File: config.mk
export PLATFORM = sky130hd
export DESIGN_NAME = ttg_ctrl
export DESIGN_NICKNAME = d
export VERILOG_FILES = /design/src/design/triangle_tangent_generator_defines.svh /design/src/design/ttg_pkg.sv /design/src/design/ttg_ctrl.sv
export SDC_FILE = /design/constraint.sdc
export NUM_CORES = 1
export LEC_CHECK = 0
export BUFFER_PORTS_ARGS = -buffer_cell sky130_fd_sc_hd__buf_4
export CAP_MARGIN = 20
export CORE_ASPECT_RATIO = 1.5
export CORE_MARGIN = 4
export CORE_UTILIZATION = 35
export DETAILED_ROUTE_END_ITERATION = 7
export PLACE_DENSITY = 0.53
export SLEW_MARGIN = 5
export SYNTH_ARGS = -nofsm -noshare
export SYNTH_HDL_FRONTEND = slang
export SYNTH_SLANG_ARGS = --single-unit
File: constraint.sdc
create_clock -name i_clk -period 3.2 [get_ports i_clk]
set_input_delay 0.32 -clock i_clk [delete_from_list [all_inputs] [get_ports i_clk]]
set_output_delay 0.32 -clock i_clk [all_outputs]
set_load 0.05 [all_outputs]
File: src/design/triangle_tangent_generator_defines.svh
// ----------------------------------------------------------------------------
// triangle tangent generator assertion macros
// property checks used by the top level; empty when SYNTHESIS is defined
// ----------------------------------------------------------------------------
`ifndef TRIANGLE_TANGENT_GENERATOR_DEFINES_SVH
`define TRIANGLE_TANGENT_GENERATOR_DEFINES_SVH

`ifndef SYNTHESIS

`define TTG_ASSERT_IMP(lbl, ante, cons) \
    lbl: assert property (@(posedge i_clk) disable iff (!i_rst_n) (ante) |-> (cons)) \
        else $error("ttg assertion failed");

`define TTG_ASSERT_NEXT(lbl, ante, cons) \
    lbl: assert property (@(posedge i_clk) disable iff (!i_rst_n) (ante) |=> (cons)) \
        else $error("ttg assertion failed");

`else

`define TTG_ASSERT_IMP(lbl, ante, cons)

`define TTG_ASSERT_NEXT(lbl, ante, cons)

`endif

`endif

File: src/design/ttg_pkg.sv
// ----------------------------------------------------------------------------
// ttg_pkg
// shared types, constants and the multiply step table of the tangent generator
// ----------------------------------------------------------------------------
`timescale 1ns / 1ps

package ttg_pkg;

    localparam int COORD_WIDTH_DEF = 32;

    localparam int ED_W     = 34;
    localparam int OP_W     = 33;
    localparam int ACC_W    = 64;
    localparam int ACC_N    = 14;
    localparam int SQ_W     = 44;
    localparam int SQ_ITERS = 22;
    localparam int LEN_W    = 22;
    localparam int MAG_W    = 21;
    localparam int UNIT_SH  = 14;
    localparam int NUM_W    = MAG_W + UNIT_SH;
    localparam int Q_W      = 16;
    localparam int TAN_W    = 16;
    localparam int TB_SPLIT = 21;
    localparam int FIT_K_IN = 30;
    localparam int FIT_K_VEC = 20;

    localparam logic [Q_W-1:0] UNIT_Q = Q_W'(1 << UNIT_SH);

    localparam logic [4:0] SRC_E    = 5'd0;
    localparam logic [4:0] SRC_D    = 5'd6;
    localparam logic [4:0] SRC_NA   = 5'd10;
    localparam logic [4:0] SRC_NB   = 5'd13;
    localparam logic [4:0] SRC_T    = 5'd16;
    localparam logic [4:0] SRC_B    = 5'd19;
    localparam logic [4:0] SRC_N    = 5'd22;
    localparam logic [4:0] SRC_TBLO = 5'd25;
    localparam logic [4:0] SRC_TBHI = 5'd28;

    localparam logic [3:0] ACC_T   = 4'd0;
    localparam logic [3:0] ACC_B   = 4'd3;
    localparam logic [3:0] ACC_N0  = 4'd6;
    localparam logic [3:0] ACC_TB  = 4'd9;
    localparam logic [3:0] ACC_DOT = 4'd12;
    localparam logic [3:0] ACC_S   = 4'd13;

    localparam logic [5:0] STEP_T   = 6'd0;
    localparam logic [5:0] STEP_B   = 6'd6;
    localparam logic [5:0] STEP_N   = 6'd12;
    localparam logic [5:0] STEP_TB  = 6'd18;
    localparam logic [5:0] STEP_DOT = 6'd24;
    localparam logic [5:0] STEP_S   = 6'd30;
    localparam logic [5:0] STEP_END = 6'd33;

    typedef struct packed {
        logic [4:0] src_a;
        logic [4:0] src_b;
        logic       neg;
        logic       first;
        logic       sh;
        logic [3:0] dst;
    } t_mstep;

    typedef struct packed {
        logic       load_slot_en;
        logic       load_slot;
        logic       load_tri;
        logic       fit_ed;
        logic       fit_tbn;
        logic       mul_issue;
        logic [5:0] step;
        logic       sq_init;
        logic       sq_step;
        logic       dv_init;
        logic       dv_step;
        logic       dv_store;
        logic [1:0] comp;
        logic       load_out;
    } t_cmd;

    typedef struct packed {
        logic ed_done;
        logic tbn_done;
    } t_stat;

    function automatic logic mag_ge(input logic signed [ACC_W-1:0] v, input int unsigned k);
        logic signed [ACC_W-1:0] lim;
        lim = ACC_W'(64'sd1 <<< k);
        return (v >= lim) || (v <= -lim);
    endfunction

    function automatic logic [1:0] rot3(input logic [1:0] i, input logic [1:0] k);
        logic [2:0] s;
        s = {1'b0, i} + {1'b0, k};
        if (s >= 3'd3) begin
            s = s - 3'd3;
        end
        return s[1:0];
    endfunction

    function automatic t_mstep step_cmd(input logic [5:0] idx);
        t_mstep     m;
        logic [5:0] j;
        logic [1:0] i;
        logic       sec;
        logic [1:0] ia;
        logic [1:0] ib;
        m   = '0;
        j   = 6'd0;
        if (idx < STEP_B) begin
            j = idx - STEP_T;
        end else if (idx < STEP_N) begin
            j = idx - STEP_B;
        end else if (idx < STEP_TB) begin
            j = idx - STEP_N;
        end else if (idx < STEP_DOT) begin
            j = idx - STEP_TB;
        end else if (idx < STEP_S) begin
            j = idx - STEP_DOT;
        end else begin
            j = idx - STEP_S;
        end
        i   = j[2:1];
        sec = j[0];
        ia  = rot3(i, sec ? 2'd2 : 2'd1);
        ib  = rot3(i, sec ? 2'd1 : 2'd2);
        m.neg   = sec;
        m.first = !sec;
        if (idx < STEP_B) begin
            m.src_a = sec ? SRC_E + 5'd3 + {3'b0, i} : SRC_E + {3'b0, i};
            m.src_b = sec ? SRC_D + 5'd2 : SRC_D + 5'd3;
            m.dst   = ACC_T + {2'b0, i};
        end else if (idx < STEP_N) begin
            m.src_a = sec ? SRC_E + 5'd3 + {3'b0, i} : SRC_E + {3'b0, i};
            m.src_b = sec ? SRC_D : SRC_D + 5'd1;
            m.dst   = ACC_B + {2'b0, i};
        end else if (idx < STEP_TB) begin
            m.src_a = SRC_NA + {3'b0, ia};
            m.src_b = SRC_NB + {3'b0, ib};
            m.dst   = ACC_N0 + {2'b0, i};
        end else if (idx < STEP_DOT) begin
            m.src_a = SRC_T + {3'b0, ia};
            m.src_b = SRC_B + {3'b0, ib};
            m.dst   = ACC_TB + {2'b0, i};
        end else if (idx < STEP_S) begin
            m.src_a = sec ? SRC_TBLO + {3'b0, i} : SRC_TBHI + {3'b0, i};
            m.src_b = SRC_N + {3'b0, i};
            m.neg   = 1'b0;
            m.sh    = !sec;
            m.first = !sec && (i == 2'd0);
            m.dst   = ACC_DOT;
        end else begin
            m.src_a = SRC_T + {3'b0, j[1:0]};
            m.src_b = SRC_T + {3'b0, j[1:0]};
            m.neg   = 1'b0;
            m.first = (j[1:0] == 2'd0);
            m.dst   = ACC_S;
        end
        return m;
    endfunction

endpackage

File: src/design/ttg_ctrl.sv
// ----------------------------------------------------------------------------
// ttg_ctrl
// vertex grouping and the sequencer that steps the datapath through a triangle
// ----------------------------------------------------------------------------
`timescale 1ns / 1ps

module ttg_ctrl (
    input  logic          i_clk,
    input  logic          i_rst_n,
    input  logic          i_valid,
    input  logic          i_mesh_start,
    output logic          o_ready,
    output logic          o_valid,
    input  logic          i_ready,
    input  ttg_pkg::t_stat i_stat,
    output ttg_pkg::t_cmd  o_cmd
);

    typedef enum logic [12:0] {
        S_IDLE      = 13'b0000000000001,
        S_FIT_ED    = 13'b0000000000010,
        S_MUL_A     = 13'b0000000000100,
        S_FLUSH_A   = 13'b0000000001000,
        S_FIT_TBN   = 13'b0000000010000,
        S_MUL_B     = 13'b0000000100000,
        S_FLUSH_B   = 13'b0000001000000,
        S_SQ_INIT   = 13'b0000010000000,
        S_SQRT      = 13'b0000100000000,
        S_DIV_INIT  = 13'b0001000000000,
        S_DIV       = 13'b0010000000000,
        S_DIV_STORE = 13'b0100000000000,
        S_LOAD      = 13'b1000000000000
    } t_state;

    t_state     r_state, n_state;
    logic [5:0] r_cnt, n_cnt;
    logic [1:0] r_comp, n_comp;
    logic [1:0] r_phase, n_phase;
    logic       r_ovalid, n_ovalid;
    logic [1:0] w_ph;

    assign w_ph    = (i_mesh_start || (r_phase == 2'd3)) ? 2'd0 : r_phase;
    assign o_ready = (r_state == S_IDLE);
    assign o_valid = r_ovalid;

    always_comb begin
        n_state  = r_state;
        n_cnt    = r_cnt;
        n_comp   = r_comp;
        n_phase  = r_phase;
        n_ovalid = r_ovalid && !i_ready;
        o_cmd      = '0;
        o_cmd.step = r_cnt;
        o_cmd.comp = r_comp;
        case (r_state)
            S_IDLE: begin
                if (i_valid) begin
                    if (w_ph != 2'd2) begin
                        o_cmd.load_slot_en = 1'b1;
                        o_cmd.load_slot    = w_ph[0];
                        n_phase            = w_ph + 2'd1;
                    end else begin
                        o_cmd.load_tri = 1'b1;
                        n_phase        = 2'd0;
                        n_state        = S_FIT_ED;
                    end
                end
            end
            S_FIT_ED: begin
                o_cmd.fit_ed = 1'b1;
                if (i_stat.ed_done) begin
                    n_cnt   = ttg_pkg::STEP_T;
                    n_state = S_MUL_A;
                end
            end
            S_MUL_A: begin
                o_cmd.mul_issue = 1'b1;
                n_cnt           = r_cnt + 6'd1;
                if (r_cnt == ttg_pkg::STEP_TB - 6'd1) begin
                    n_state = S_FLUSH_A;
                end
            end
            S_FLUSH_A: begin
                n_state = S_FIT_TBN;
            end
            S_FIT_TBN: begin
                o_cmd.fit_tbn = 1'b1;
                if (i_stat.tbn_done) begin
                    n_cnt   = ttg_pkg::STEP_TB;
                    n_state = S_MUL_B;
                end
            end
            S_MUL_B: begin
                o_cmd.mul_issue = 1'b1;
                n_cnt           = r_cnt + 6'd1;
                if (r_cnt == ttg_pkg::STEP_END - 6'd1) begin
                    n_state = S_FLUSH_B;
                end
            end
            S_FLUSH_B: begin
                n_state = S_SQ_INIT;
            end
            S_SQ_INIT: begin
                o_cmd.sq_init = 1'b1;
                n_cnt         = 6'd0;
                n_state       = S_SQRT;
            end
            S_SQRT: begin
                o_cmd.sq_step = 1'b1;
                n_cnt         = r_cnt + 6'd1;
                if (r_cnt == 6'(ttg_pkg::SQ_ITERS - 1)) begin
                    n_comp  = 2'd0;
                    n_state = S_DIV_INIT;
                end
            end
            S_DIV_INIT: begin
                o_cmd.dv_init = 1'b1;
                n_cnt         = 6'd0;
                n_state       = S_DIV;
            end
            S_DIV: begin
                o_cmd.dv_step = 1'b1;
                n_cnt         = r_cnt + 6'd1;
                if (r_cnt == 6'(ttg_pkg::Q_W - 1)) begin
                    n_state = S_DIV_STORE;
                end
            end
            S_DIV_STORE: begin
                o_cmd.dv_store = 1'b1;
                if (r_comp == 2'd2) begin
                    n_state = S_LOAD;
                end else begin
                    n_comp  = r_comp + 2'd1;
                    n_state = S_DIV_INIT;
                end
            end
            S_LOAD: begin
                if (!r_ovalid || i_ready) begin
                    o_cmd.load_out = 1'b1;
                    n_ovalid       = 1'b1;
                    n_state        = S_IDLE;
                end
            end
            default: begin
                n_state = S_IDLE;
            end
        endcase
    end

    always_ff @(posedge i_clk) begin
        if (!i_rst_n) begin
            r_state  <= S_IDLE;
            r_cnt    <= 6'd0;
            r_comp   <= 2'd0;
            r_phase  <= 2'd0;
            r_ovalid <= 1'b0;
        end else begin
            r_state  <= n_state;
            r_cnt    <= n_cnt;
            r_comp   <= n_comp;
            r_phase  <= n_phase;
            r_ovalid <= n_ovalid;
        end
    end

endmodule

* Yosys cells after proc, flatten, opt, wreduce, memory -nomap -nowiden
Cells that the tools add are included. W data, S select, Z words.
Storage, ports and cells: bits in registers 24, output and inout port bits 22
Operators by class: add/sub/neg operators 3, equality and inequality tests 30, mux-type cells 35, reductions and logical operators 14
Operator list (number):
- $pmux W13 S13 | 1
- $mux W13 | 10
- $pmux W6 S4 | 1
- $ne A2 B2 Y1 const B | 11
- $eq A13 B1 Y1 const B | 1
- $eq A13 B10 Y1 const B | 1
- $eq A13 B11 Y1 const B | 1
- $eq A13 B12 Y1 const B | 1
- $eq A13 B13 Y1 const B | 1
- $eq A13 B2 Y1 const B | 1
- $eq A13 B3 Y1 const B | 1
- $eq A13 B4 Y1 const B | 1
- $eq A13 B5 Y1 const B | 1
- $eq A13 B6 Y1 const B | 1
- $eq A13 B7 Y1 const B | 1
- $eq A13 B8 Y1 const B | 1
- $eq A13 B9 Y1 const B | 1
- $mux W1 | 13
- $eq A6 B5 Y1 const B | 2
- $mux W6 | 2
- $mux W2 | 5
- $reduce_and A9 Y1 | 1
- $add A6 B1 Y6 const B | 1
- $eq A6 B4 Y1 const B | 1
- 14 further kinds | 21

* Depth between registers and ports, before layout
word-level depth 7, depth in mapped cells 8, mapped depth without buffers 8

* Worst setup path before layout
No wires, ideal clock.
path type register -> output, start register r_state[5], end output port o_cmd[17] in the netlist's numbering, data arrival time 2.519 ns, data required time 2.880 ns, slack 0.361 ns, stages on the path, launching flop included 7, buffers on the path 2, cells stage by stage dfxtp_1 > buf_6 > or4_4 > buf_6 > nor2_4 > nand4_1 > nor3_1
RTL lines:
- start: declaration | line ttg_ctrl.sv:35 | t_state r_state, n_state;
- start signal: assignment | line ttg_ctrl.sv:158 | r_state <= n_state;
- end: declaration | line ttg_ctrl.sv:16 | output ttg_pkg::t_cmd o_cmd

==> flow_summary_export.csv <==
group,metric,value,unit
sta,worst_slack,0.472,ns
power_and_ir_drop,ir_drop,0.141,mV
layout,multi_input_area,0.00111,mm^2
setup_path,cp.required,2.88,ns
layout,layout-drive-gt1-share,0.245,
clock_tree,clock_latency,0.27,ns
routing,drc,0,
sta,clock_skew,0.00218,ns
layout,syn_to_final_growth,16.9,%
yosys,synthArstFlopShare,0,
power_and_ir_drop,cellInternalPower,483,uW
sta,fin_tns_setup,0,ns
sta,slew_headroom,0.596,
global_route,grt_max_degree,15,
sta,fin_crit_sh,0.852,
run_status,outcome,"completed",
placed_design,dpl.cell_count,276,
clock_tree,clk_path_buf_depth,2,
power_and_ir_drop,power_frac_comb,0.062,
yosys,postSynthCellCount,194,
floorplanning,die-area,0.00605,mm^2
setup_path,cpMostUsedCell,"buf_4",
routing,wl,4690,um
run,maxCapViolations,0,
yosys,yosys_warnings,0,
layout,final_core_util,0.430,
yosys,synth_ff_type,"dfxtp_1",
clock_tree,clock_sinks,24,
sta,holdWs,0.336,ns
routing,drt-initial-drc-count,135,
setup_path,timing.critical_path.fanout_max,11,
power_and_ir_drop,power_density,306,mW/mm^2
placed_design,placed_area,0.00191,mm^2
layout,antenna_cells_inserted,0,
power_and_ir_drop,swShare,0.206,
hold_path,worstHoldPathType,"input port to flip-flop",
sta,drv_slew,0,
yosys,synth_edf_count,0,
floorplanning,die_x,64.9,um
sta,final-hold-violation-count,0,
floorplanning,start_util,0.368,
placed_design,pre_cts_ws,0.806,ns
floorplanning,boundaryPins,29,
yosys,synth_fp_nets,205,
global_route,grt_pass1_wl,7710,um
clock_tree,path_clk_slew,0.09,ns
power_and_ir_drop,clkPwrFrac,0.440,
sta,max_freq,367,MHz
yosys,ys_ff_latch,24,
setup_path,worstSetupEndpointType,"primary output",
power_and_ir_drop,p_sw,125,uW
sta,min_period,2.73,ns
layout,final_cell_area,0.00199,mm^2
routing,routedWlPerCell,16.8,um
placed_design,routabilityCongestion,0.879,
power_and_ir_drop,p_seq_frac,0.498,
sta,worst_pin_slew,0.601,ns
setup_path,cp_data_arrival_time,2.41,ns
sta,setup_viol,0,
placed_design,port-buffer-count,28,
routing,drtAntennaViolNets,0,
clock_tree,htree_num_levels,1,
setup_path,critPathKind,"flip-flop to primary output",
power_and_ir_drop,power,608,uW
layout,fin_nets,228,
yosys,synth_seq_area_share,0.283,
routing,avgViaCountPerCell,5.63,
clock_tree,cts_tree,"built",
setup_path,crit_chain,"nor3_1, nand2_1, buf_4, nor2_4, nand4_1, nor4b_2, buf_4",
floorplanning,core_area,0.00462,mm^2
setup_path,startpoint_type,"flip-flop",
clock_tree,cts_root_buf,"clkbuf_8",
clock_tree,cts_buffers,3,
setup_path,cpMaxStageDelayCell,"nor3_1",
clock_tree,cts_setup_buffers,0,
routing,drt_pass1_iterations,4,
clock_tree,cts_resized,0,
setup_path,slowest_delay,0.38,ns
yosys,ys_types,54,
global_route,antenna_found_initial,0,
global_route,grt_pass1_vias,1570,
floorplanning,rows,30,
global_route,grt_usage,0.163,
routing,routed-via-count,1576,
yosys,netlist_area,0.00170,mm^2
layout,layout.cells.non_filler,280,
placed_design,hpwl,3660,um
clock_tree,postCtsHoldBufs,0,
power_and_ir_drop,leakage,0.769,nW
floorplanning,die_h,93.3,um
layout,nFillCells,482,
layout,seq_area,480,um^2
sta,rsz0062_at_grt,"no",
yosys,syn_avg_cell_area,8.75,um^2
global_route,grt-ovfl-total,0,
-- worst max-delay path: cells and delay by family (launching register included) --
family,cells,cell delay (ns)
simple gates,5,1.28
flops,1,0.37
buf+inv,2,0.50
-- layout make-up --
type / count / area share
clock inverters: 1 / 0.0151
inverters: 7 / 0.0132
clock buffers: 3 / 0.0208
repair buffers: 29 / 0.110
multi-input cells: 152 / 0.559
flip-flops and latches: 24 / 0.242
well taps: 64 / 0.0403
-- path summary, 6_finish.rpt --
path / slack (ns) / from / end / cells past startpoint
max: 0.47 / r_state[12]$_SDFFE_PN0P_ / o_cmd[18] / 7
min: 0.34 / i_rst_n / r_state[0]$_SDFFE_PN1P_ / 2
max reg2reg: 0.72 / r_cnt[0]$_SDFFE_PN0P_ / r_state[9]$_SDFFE_PN0P_ / 7
min reg2reg: 0.53 / o_valid$_SDFF_PN0_ / o_valid$_SDFF_PN0_ / 2
-- cells in the final DEF, fill, tap and decap left out, drive strengths merged, types with 6 or more instances in the layout --
cell,count
and3,7
a21oi,6
o21a,11
nand2,12
nor2,18
buf,29
nand3,6
inv,7
dfxtp,24
a21boi,8
nor3,20
-- per-layer routing --
metal | part of all wire | GRT usage | routed length (um)
met1 | 0.40 | 0.185 | 1900
met2 | 0.54 | 0.301 | 2540
met3 | 0.038 | 0.0168 | 178
met4 | 0.016 | 0.0670 | 74
met5 | 0 | 0 | 0
-- power groups by stage --
stage | Combinational (mW) | Clock [mW] | Sequential (mW)
after floorplan | 0.0250 | 0 | 0.308
final | 0.0378 | 0.268 | 0.303
after global routing | 0.0404 | 0.284 | 0.303
after global placement | 0.0371 | 0 | 0.310
after CTS | 0.0380 | 0.273 | 0.303
after detailed placement | 0.0379 | 0 | 0.310
-- kinds of logic after synthesis --
kind of cell	count (synthesis)	share of synthesized area
adder cells (fa/ha/maj)	4	0.0295
flip-flops	24	0.283
AO/OA/AOI/OAI	41	0.223
buffers and inverters	18	0.0634
AND/OR/NAND/NOR	100	0.363
XOR/XNOR	6	0.0310
multiplexers	1	0.00663
-- state kept, by name, summed over array words and instances (netlist names) --
| register | flops |
|---|---|
| r_state | 13 |
| r_phase | 2 |
| o_valid | 1 |
| r_comp | 2 |
| r_cnt | 6 |
-- synth_stat cells, types with 2 or more instances --
| master | n | share of area |
|---|---|---|
| nand2_1 | 12 | 0.027 |
| xnor2_1 | 2 | 0.010 |
| a21boi_1 | 4 | 0.018 |
| nand3_1 | 6 | 0.018 |
| a21oi_1 | 6 | 0.018 |
| dfxtp_1 | 24 | 0.28 |
| xor2_1 | 4 | 0.021 |
| or4_4 | 2 | 0.013 |
| and4_1 | 3 | 0.015 |
| nor2b_1 | 3 | 0.011 |
| nor3b_1 | 2 | 0.0088 |
| nor3_2 | 2 | 0.012 |
| inv_1 | 7 | 0.015 |
| and2_1 | 2 | 0.0074 |
| buf_2 | 6 | 0.018 |
| or2_2 | 2 | 0.0074 |
| nor4_1 | 4 | 0.015 |
| nor4b_2 | 2 | 0.018 |
| o21a_1 | 11 | 0.049 |
| a2111oi_4 | 2 | 0.032 |
| nor2_1 | 17 | 0.038 |
| and3_1 | 6 | 0.022 |
| nor3_1 | 17 | 0.050 |
| ha_1 | 4 | 0.029 |
| nor4b_1 | 3 | 0.015 |
| nand2b_1 | 3 | 0.011 |
| nand3b_1 | 2 | 0.0088 |
| buf_6 | 3 | 0.020 |
| a21boi_0 | 4 | 0.018 |
| nand4_1 | 5 | 0.018 |
Note: power is estimated with default switching activity, not from simulation.
